[config.mk]
export PLATFORM = sky130hd
export DESIGN_NAME = http_header_end_and_length_scanner_unit_flat
export DESIGN_NICKNAME = d
export VERILOG_FILES = /design/src/sv/hscan_pkg.sv /design/src/sv/hscan_if.sv /design/src/sv/http_header_end_and_length_scanner_unit.sv /design/src/flat_wrapper.sv
export SDC_FILE = /design/constraint.sdc
export NUM_CORES = 2
export LEC_CHECK = 0
export BUFFER_PORTS_ARGS = -buffer_cell sky130_fd_sc_hd__buf_2
export CORE_ASPECT_RATIO = 1.5
export CORE_UTILIZATION = 45
export CTS_CLUSTER_DIAMETER = 120
export DETAILED_ROUTE_END_ITERATION = 8
export GPL_TIMING_DRIVEN = 0
export PLACE_DENSITY = 0.71
export SKIP_LAST_GASP = 1
export SYNTH_ARGS = -nofsm -noshare
export SYNTH_HDL_FRONTEND = slang
export SYNTH_SLANG_ARGS = --single-unit
[constraint.sdc]
create_clock -name clk_i -period 5.6 [get_ports clk_i]
set_input_delay 0.84 -clock clk_i [delete_from_list [all_inputs] [get_ports clk_i]]
set_output_delay 0.84 -clock clk_i [all_outputs]
set_load 0.005 [all_outputs]
[src/sv/hscan_pkg.sv]
// ----------------------------------------------------------------------------
// hscan_pkg
// Shared types and constants of the header end and content length scanner.
// ----------------------------------------------------------------------------
package hscan_pkg;

  localparam int unsigned HeaderDepth = 65536;
  localparam int unsigned BodyDepth   = 4194304;
  localparam int unsigned HlimW       = 17;
  localparam int unsigned BlimW       = 23;
  localparam int unsigned CfgW        = 23;
  localparam int unsigned KeyLen      = 15;
  localparam int unsigned NKeys       = 3;

  localparam logic [0:0] CfgHeaderLimit = 1'b0;
  localparam logic [0:0] CfgBodyLimit   = 1'b1;

  typedef enum logic [0:0] {
    FUNC_DATA    = 1'b0,
    FUNC_RESTART = 1'b1
  } func_e;

  typedef enum logic [2:0] {
    KIND_HEADER   = 3'd0,
    KIND_HDR_END  = 3'd1,
    KIND_BODY_OK  = 3'd2,
    KIND_BODY_REJ = 3'd3,
    KIND_OVERFLOW = 3'd4,
    KIND_RESTART  = 3'd5
  } kind_e;

  typedef enum logic [2:0] {
    EM_IDLE    = 3'd0,
    EM_CR      = 3'd1,
    EM_LF      = 3'd2,
    EM_CRLF    = 3'd3,
    EM_CRLFCR  = 3'd4
  } em_e;

  typedef enum logic [1:0] {
    PH_SKIP   = 2'd0,
    PH_SIGN   = 2'd1,
    PH_DIGITS = 2'd2,
    PH_DONE   = 2'd3
  } phase_e;

  typedef struct packed {
    logic [3:0]  progress;
    logic        found;
    logic        any;
    logic        prev_cr;
    logic        cr_first;
    phase_e      phase;
    logic        neg;
    logic [31:0] mag;
    logic        lf_done;
    logic [31:0] lf_val;
    logic        crlf_done;
    logic [31:0] crlf_val;
  } key_t;

  typedef struct packed {
    logic        func;
    logic [7:0]  data_byte;
  } in_t;

  typedef struct packed {
    kind_e       byte_kind;
    logic        header_done;
    logic [31:0] content_length;
    logic [16:0] header_bytes;
    logic [22:0] body_bytes;
  } out_t;

  function automatic logic [7:0] key_char(input logic [1:0] k, input logic [3:0] p);
    logic [7:0] c;
    case (p)
      4'd0:  c = (k == 2'd2) ? 8'h63 : 8'h43;
      4'd1:  c = 8'h6f;
      4'd2:  c = 8'h6e;
      4'd3:  c = 8'h74;
      4'd4:  c = 8'h65;
      4'd5:  c = 8'h6e;
      4'd6:  c = 8'h74;
      4'd7:  c = 8'h2d;
      4'd8:  c = (k == 2'd0) ? 8'h4c : 8'h6c;
      4'd9:  c = 8'h65;
      4'd10: c = 8'h6e;
      4'd11: c = 8'h67;
      4'd12: c = 8'h74;
      4'd13: c = 8'h68;
      4'd14: c = 8'h3a;
      default: c = 8'h00;
    endcase
    return c;
  endfunction

  function automatic logic [31:0] cur_value(input key_t k);
    logic [31:0] v;
    if (k.phase == PH_SKIP || k.phase == PH_SIGN) begin
      v = 32'd0;
    end else if (k.neg) begin
      v = 32'd0 - k.mag;
    end else begin
      v = k.mag[31] ? 32'h7fff_ffff : k.mag;
    end
    return v;
  endfunction

  function automatic key_t key_step(input key_t k, input logic [1:0] idx,
                                    input logic [7:0] b);
    key_t       n;
    logic       first;
    logic       digit;
    logic       blank;
    logic [35:0] m;
    n = k;
    first = !k.any;
    digit = (b >= 8'h30) && (b <= 8'h39);
    blank = (b == 8'h20) || ((b >= 8'h09) && (b <= 8'h0d));
    m = 36'd0;
    if (!k.found) begin
      if (k.progress < 4'(KeyLen) && b == key_char(idx, k.progress)) begin
        n.progress = k.progress + 4'd1;
      end else begin
        n.progress = (b == key_char(idx, 4'd0)) ? 4'd1 : 4'd0;
      end
      if (n.progress >= 4'(KeyLen)) begin
        n.found = 1'b1;
      end
    end else begin
      n.any = 1'b1;
      if (b == 8'h0a) begin
        if (!k.lf_done) begin
          n.lf_done = 1'b1;
          n.lf_val  = first ? 32'hffff_ffff : cur_value(k);
        end
        if (k.prev_cr && !k.crlf_done) begin
          n.crlf_done = 1'b1;
          n.crlf_val  = k.cr_first ? 32'hffff_ffff : cur_value(k);
        end
      end
      case (k.phase)
        PH_SKIP: begin
          if (!blank) begin
            if (b == 8'h2b || b == 8'h2d) begin
              n.neg   = (b == 8'h2d);
              n.phase = PH_SIGN;
            end else begin
              n.phase = digit ? PH_DIGITS : PH_DONE;
            end
          end
        end
        PH_SIGN:   n.phase = digit ? PH_DIGITS : PH_DONE;
        PH_DIGITS: if (!digit) n.phase = PH_DONE;
        default:   n.phase = k.phase;
      endcase
      if (n.phase == PH_DIGITS && digit) begin
        // times ten as two shifts, saturating at 2^31
        m = {4'd0, k.mag} + {1'b0, k.mag, 3'd0} + {3'd0, k.mag, 1'b0} - {4'd0, k.mag}
            + {28'd0, b - 8'h30};
        n.mag = (m > 36'h0_8000_0000) ? 32'h8000_0000 : m[31:0];
      end
      n.prev_cr  = (b == 8'h0d);
      n.cr_first = (b == 8'h0d) && first;
    end
    return n;
  endfunction

endpackage

[src/sv/hscan_if.sv]
// ----------------------------------------------------------------------------
// hscan_if
// Valid/ready channel carrying one payload beat.
// ----------------------------------------------------------------------------
interface hscan_if #(
  parameter type payload_t = logic
);
  logic     valid;
  logic     ready;
  payload_t data;

  modport source (output valid, output data, input ready);
  modport sink (input valid, input data, output ready);
endinterface

[src/sv/http_header_end_and_length_scanner_unit.sv]
// ----------------------------------------------------------------------------
// http_header_end_and_length_scanner_unit
// Finds the header end of an HTTP message and parses its content length.
// ----------------------------------------------------------------------------
// channel  dir  payload
// in_if    in   func, data_byte
// out_if   out  byte_kind, header_done, content_length, header_bytes, body_bytes
// cfg      in   cfg_we_i, cfg_idx_i, cfg_data_i
//
// one beat per cycle unless the output stalls; each result leaves the cycle after
// its byte, from the single register stage holding matcher state and result.
// the input is ready whenever the result register is empty or being taken.
// reset gives the register defaults and a cleared parse state.
// ----------------------------------------------------------------------------
module http_header_end_and_length_scanner_unit #(
  parameter int unsigned HEADER_DEPTH = hscan_pkg::HeaderDepth,
  parameter int unsigned BODY_DEPTH   = hscan_pkg::BodyDepth
) (
  input  logic                        clk_i,
  input  logic                        rst_ni,
  hscan_if.sink                       in_if,
  hscan_if.source                     out_if,
  input  logic                        cfg_we_i,
  input  logic [0:0]                  cfg_idx_i,
  input  logic [hscan_pkg::CfgW-1:0]  cfg_data_i
);

  localparam int unsigned HW = hscan_pkg::HlimW;
  localparam int unsigned BW = hscan_pkg::BlimW;
  localparam logic [HW:0] HDepth = (HEADER_DEPTH > 131071) ? (HW+1)'(131071)
                                                            : (HW+1)'(HEADER_DEPTH);
  localparam logic [BW:0] BDepth = (BODY_DEPTH > 8388607) ? (BW+1)'(8388607)
                                                          : (BW+1)'(BODY_DEPTH);

  logic [HW-1:0] hlim_q;
  logic [BW-1:0] blim_q;
  logic          in_body_q, in_body_d;
  hscan_pkg::em_e em_q, em_d;
  logic [HW-1:0] hcnt_q, hcnt_d;
  logic [BW-1:0] bcnt_q, bcnt_d;
  hscan_pkg::key_t [2:0] keys_q, keys_d;
  logic [31:0]   len_q, len_d;
  logic          ovalid_q;
  hscan_pkg::out_t res_q, res_d;
  logic          take;

  logic [HW:0] hl;
  logic [BW:0] bl;
  logic        ended;
  hscan_pkg::kind_e kind;

  assign in_if.ready  = !ovalid_q || out_if.ready;
  assign take         = in_if.valid && in_if.ready;
  assign out_if.valid = ovalid_q;
  assign out_if.data  = res_q;

  always_comb begin
    hl = ({1'b0, hlim_q} < HDepth) ? {1'b0, hlim_q} : HDepth;
    bl = ({1'b0, blim_q} < BDepth) ? {1'b0, blim_q} : BDepth;
    in_body_d = in_body_q;
    em_d      = em_q;
    hcnt_d    = hcnt_q;
    bcnt_d    = bcnt_q;
    keys_d    = keys_q;
    len_d     = len_q;
    ended     = 1'b0;
    kind      = hscan_pkg::KIND_HEADER;
    if (in_if.data.func == hscan_pkg::FUNC_RESTART) begin
      in_body_d = 1'b0;
      em_d      = hscan_pkg::EM_IDLE;
      hcnt_d    = '0;
      bcnt_d    = '0;
      keys_d    = '0;
      len_d     = 32'hffff_ffff;
      kind      = hscan_pkg::KIND_RESTART;
    end else if (!in_body_q) begin
      if ({1'b0, hcnt_q} + (HW+1)'(1) >= hl) begin
        kind = hscan_pkg::KIND_OVERFLOW;
      end else begin
        hcnt_d = hcnt_q + HW'(1);
        for (int i = 0; i < 3; i++) begin
          keys_d[i] = hscan_pkg::key_step(keys_q[i], 2'(i), in_if.data.data_byte);
        end
        if (in_if.data.data_byte == 8'h0a) begin
          if (em_q == hscan_pkg::EM_LF || em_q == hscan_pkg::EM_CRLF ||
              em_q == hscan_pkg::EM_CRLFCR) begin
            em_d  = hscan_pkg::EM_IDLE;
            ended = 1'b1;
          end else begin
            em_d = (em_q == hscan_pkg::EM_CR) ? hscan_pkg::EM_CRLF : hscan_pkg::EM_LF;
          end
        end else if (in_if.data.data_byte == 8'h0d) begin
          em_d = (em_q == hscan_pkg::EM_CRLF) ? hscan_pkg::EM_CRLFCR : hscan_pkg::EM_CR;
        end else begin
          em_d = hscan_pkg::EM_IDLE;
        end
        if (ended) begin
          in_body_d = 1'b1;
          kind      = hscan_pkg::KIND_HDR_END;
          len_d     = 32'hffff_ffff;
          // key priority: the lowest-index key found wins
          for (int i = 2; i >= 0; i--) begin
            if (keys_d[i].found) begin
              if (keys_d[i].crlf_done)    len_d = keys_d[i].crlf_val;
              else if (keys_d[i].lf_done) len_d = keys_d[i].lf_val;
              else                        len_d = 32'hffff_ffff;
            end
          end
        end
      end
    end else begin
      if (!len_q[31] && len_q != 32'd0 && ({1'b0, bcnt_q} + (BW+1)'(1) <= bl)) begin
        bcnt_d = bcnt_q + BW'(1);
        kind   = hscan_pkg::KIND_BODY_OK;
      end else begin
        kind = hscan_pkg::KIND_BODY_REJ;
      end
    end
    res_d.byte_kind      = kind;
    res_d.header_done    = in_body_d;
    res_d.content_length = len_d;
    res_d.header_bytes   = hcnt_d;
    res_d.body_bytes     = bcnt_d;
  end

  always_ff @(posedge clk_i or negedge rst_ni) begin
    if (!rst_ni) begin
      hlim_q    <= HW'(65536);
      blim_q    <= BW'(4194304);
      in_body_q <= 1'b0;
      em_q      <= hscan_pkg::EM_IDLE;
      hcnt_q    <= '0;
      bcnt_q    <= '0;
      keys_q    <= '0;
      len_q     <= 32'hffff_ffff;
      ovalid_q  <= 1'b0;
    end else begin
      if (cfg_we_i) begin
        if (cfg_idx_i == hscan_pkg::CfgHeaderLimit) hlim_q <= cfg_data_i[HW-1:0];
        else                                        blim_q <= cfg_data_i[BW-1:0];
      end
      if (take) begin
        in_body_q <= in_body_d;
        em_q      <= em_d;
        hcnt_q    <= hcnt_d;
        bcnt_q    <= bcnt_d;
        keys_q    <= keys_d;
        len_q     <= len_d;
        ovalid_q  <= 1'b1;
      end else if (out_if.ready) begin
        ovalid_q <= 1'b0;
      end
    end
  end

  always_ff @(posedge clk_i) begin
    if (take) begin
      res_q <= res_d;
    end
  end

endmodule

[src/flat_wrapper.sv]
// flat-port wrapper written by rule: the top's interface ports become plain ports
module http_header_end_and_length_scanner_unit_flat 
#(
  parameter int unsigned HEADER_DEPTH = hscan_pkg::HeaderDepth,
  parameter int unsigned BODY_DEPTH   = hscan_pkg::BodyDepth
)
  (clk_i, rst_ni, cfg_we_i, cfg_idx_i, cfg_data_i, in_if_valid, in_if_data, in_if_ready, out_if_valid, out_if_data, out_if_ready);
  hscan_if #(.payload_t(hscan_pkg::in_t)) in_if_i ();
  hscan_if #(.payload_t(hscan_pkg::out_t)) out_if_i ();
  input  logic clk_i;
  input  logic rst_ni;
  input  logic cfg_we_i;
  input  logic [0:0] cfg_idx_i;
  input  logic [hscan_pkg::CfgW-1:0] cfg_data_i;
  input wire logic [$bits(in_if_i.valid)-1:0] in_if_valid;
  input wire logic [$bits(in_if_i.data)-1:0] in_if_data;
  output wire logic [$bits(in_if_i.ready)-1:0] in_if_ready;
  output wire logic [$bits(out_if_i.valid)-1:0] out_if_valid;
  output wire logic [$bits(out_if_i.data)-1:0] out_if_data;
  input wire logic [$bits(out_if_i.ready)-1:0] out_if_ready;
  assign in_if_i.valid = in_if_valid;
  assign in_if_i.data = in_if_data;
  assign in_if_ready = in_if_i.ready;
  assign out_if_valid = out_if_i.valid;
  assign out_if_data = out_if_i.data;
  assign out_if_i.ready = out_if_ready;
  http_header_end_and_length_scanner_unit #(.HEADER_DEPTH(HEADER_DEPTH), .BODY_DEPTH(BODY_DEPTH)) u_core (.clk_i(clk_i), .rst_ni(rst_ni), .in_if(in_if_i), .out_if(out_if_i), .cfg_we_i(cfg_we_i), .cfg_idx_i(cfg_idx_i), .cfg_data_i(cfg_data_i));
endmodule
==> reports/results.ini <==
[placed_design]
hpwl_mm = 129
io_buffer_count = 110
gp_congestion = 1.02
dp_slack_ps = -2230

[floorplanning]
fp.dieH_um = 386
dieArea_um2 = 99400
die_w_um = 258
initial_core_util_pct = 45.4
rows = 140
core_area_um2 = 97200
ios = 116

[timing]
fmax_ghz = 0.171
worst_slack_ps = -250
worst_pin_slew_ps = 1640
fin_worst_skew_ps = 37.1
finalHoldViolCount = 0
worst_slew_margin_rel_pct = -10.4
setup_violations = 59
rsz0062_at_grt = true
drv_slew = 6
min_period_ps = 5850
period_share_pct = 104

[finish]
final_util_pct = 52.2
multi_input_area_um2 = 29300
drive_above_1_share_pct = 12.7
layout.nets = 5977
fill_cells = 8990
register_area_um2 = 13500
syn_to_final_growth_pct = 15.0
final_cell_mix = 537 x nand2_1, 459 x a21oi_1, 393 x inv_1
layout.cells.most_common = nand2_1

[global_routing]
grt_pass1_vias = 41900
grt.overflow.total = 0
antenna_found_initial = 6
grt_pass1_wl_mm = 254
grt_max_degree = 113
grt_usage_pct = 33.4

[worst_setup_path]
endpoint_kind = flop
critPathMaxFanout = 6
worstSetupPathType = in -> reg
worst_ep_arrival_time_ps = 6420
start_kind = input pin
worst_ep_required_time_ps = 6170
reg2reg_depth = 21

[synth]
synthFlopType = dfrtp_1
synth_top_area_share_pct = 23.2
synth_warnings = 0
synth_area_um2 = 44200
synthCells = 5207
synth_top_cell_by_area = dfrtp_1
async_flop_share_pct = 85.4
ys_ff_latch = 520
synth-edff-count = 76
netlist_top_cells_area = dfrtp_1 23%, fa_1 9.2%, ha_1 8.0%
synth.net_count = 5730
yosysSeqAreaShare_pct = 30.4
avgSynthCellArea_um2 = 8.48
synth_cell_types = 95

[cts]
numCtsBuffers = 53
root_buffer = clkbuf_16
htreeDepth = 2
clk_latency_ps = 670
cts.sink_count = 520
clock_path_buffers = 3
cts_tree = done
clkTransAtPathRegs_ps = 60

[routing]
routedWlPerCell_um = 24.8
routed_via_density = 6.25
wl_mm = 168
antenna_left = 0
dr.pass1.iters = 8
via_count = 42400
drc = 0
dr.first_iter.drc_count = 4190

[power]
power.density_nw_per_um2 = 246
leakage_nw = 22.2
intPower_w = 0.00789
switching_share_pct = 37.0
seqPwrFrac_pct = 35.8
comb_power_share_pct = 32.3
ir_worst_vdd_mv = 0.224
clkPwrFrac_pct = 31.9
p_sw_w = 0.00463

[run]
cap_violations = 1

[min_path]
min_path_type = in -> async

[outcome]
outcome = finished with violations
violations = max-capacitance violations, max-slew violations, negative setup slack

flip-flops by register name, indices dropped and copies added (netlist names), 3 cells and up:
register	flops
u_core.hlim_q	17
u_core.len_q	32
u_core.keys_q	327
u_core.bcnt_q	23
u_core.out_if.data	76
u_core.em_q	3
u_core.hcnt_q	17
u_core.blim_q	23
synthesized netlist by cell type (43+ instances only):
| library cell | count |
|---|---|
| nand4_1 | 45 |
| o21ai_0 | 403 |
| a211oi_1 | 52 |
| a21oi_1 | 475 |
| nand3_1 | 86 |
| dfrtp_1 | 410 |
| a31oi_1 | 87 |
| ha_1 | 281 |
| clkbuf_1 | 283 |
| a21o_1 | 82 |
| nor4_1 | 54 |
| o31ai_1 | 55 |
| a22oi_1 | 74 |
| mux2_2 | 43 |
| fa_1 | 204 |
| a22o_1 | 92 |
| inv_1 | 412 |
| o22ai_1 | 93 |
| xor2_1 | 93 |
| nor2_1 | 375 |
| edfxtp_1 | 76 |
| xnor2_1 | 128 |
| nor3_1 | 110 |
| nand2_1 | 542 |
what timing repair did:
action	4_1_cts	5_1_grt
pin swaps	64	81
setup endpoints to repair	394	372
cloned	3	0
endpoints found under the hold margin	0	0
gates resized for setup	214	164
hold buffers	0	0
buffers inserted	48	31
critical path, cell delays in order:
cell,delay (ps)
buf_16,120
clkinvlp_4,110
ha_4,300
inv_8,50
fa_1,500
inv_2,40
fa_1,510
inv_2,40
fa_1,520
inv_2,50
ha_4,250
o211ai_1,190
a21oi_2,90
buf_12,140
o21ai_4,200
a31oi_4,160
a221oi_4,320
xnor2_2,150
or4_1,400
or4_4,430
o31a_1,330
nor3_4,240
buf_6,160
buf_6,120
a22o_1,130
area by class of cell:
type	instances	share of cell area, %
inverters	420	3.18
diodes	1	0.00493
clock buffers	76	3.23
flip-flops and latches	520	26.5
well taps	1278	3.15
multi-input cells	3941	57.6
repair buffers	200	2.94
clock inverters	23	0.572
plain buffers	318	2.76
path summary, 6_finish.rpt:
kind	from	endpoint	slack, ps
setup reg to reg	u_core.keys_q[183]$_DFFE_PN0P_	u_core.keys_q[202]$_DFFE_PN0P_	-200
hold reg to reg	u_core.keys_q[51]$_DFFE_PN0P_	u_core.keys_q[51]$_DFFE_PN0P_	490
min in group clk_i	in_if_valid	u_core.out_if.valid$_DFFE_PN0P_	390
hold / removal	rst_ni	u_core.blim_q[12]$_DFFE_PN0P_	70
max in group asynchronous	rst_ni	u_core.keys_q[284]$_DFFE_PN0P_	3500
setup / recovery	in_if_data[4]	u_core.keys_q[202]$_DFFE_PN0P_	-250
power groups by stage:
stage | registers [W] | logic [W] | clock network [W]
floorplan | 0.00445 | 0.00237 | 0
global placement | 0.00453 | 0.00346 | 0
detailed placement | 0.00453 | 0.00355 | 0
CTS | 0.00447 | 0.00378 | 0.00399
global route | 0.00451 | 0.00434 | 0.00414
finish | 0.00448 | 0.00404 | 0.00399
cells by family (layout without fill, tap and decap cells):
logic type                 Yosys count  after routing  synth area share (%)
and+or+nand+nor                   1433           1433                  14.8
AOI/OAI and AO/OA                 1727           1727                  24.9
adders and majority gates          485            485                  17.2
xor gates and xnor gates           221            221                  4.38
buffers and inverters              746           1037                  6.43
other                                0              1                     0
muxes                               75             75                  1.82
DFF                                520            520                  30.4
per-stage QoR:
stage	std cells	hold slack (ps)	setup TNS (ps)	cell area (µm²)	power [W]
3_5_place_dp	6601	476	-453460	46700	0.00808
3_3_place_gp	6595	464	-2917480	46600	0.00799
5_1_grt	6776	93.7	-17620	50800	0.0130
6_report	6777	72.1	-8170	50800	0.0125
4_1_cts	6749	83.0	-17980	49900	0.0122
2_1_floorplan	5207	449	-7500	44400	0.00682
per-layer routing:
layer | vias up | global-route usage [%] | part of all wire, %
met5 | - | 0 | 0.021
met4 | 6 | 27.4 | 9.7
met3 | 629 | 5.30 | 6.1
met2 | 1954 | 58.1 | 49
met1 | 20600 | 35.9 | 35
li1 | 19100 | - | -
Power figures use the tool's default switching activity.
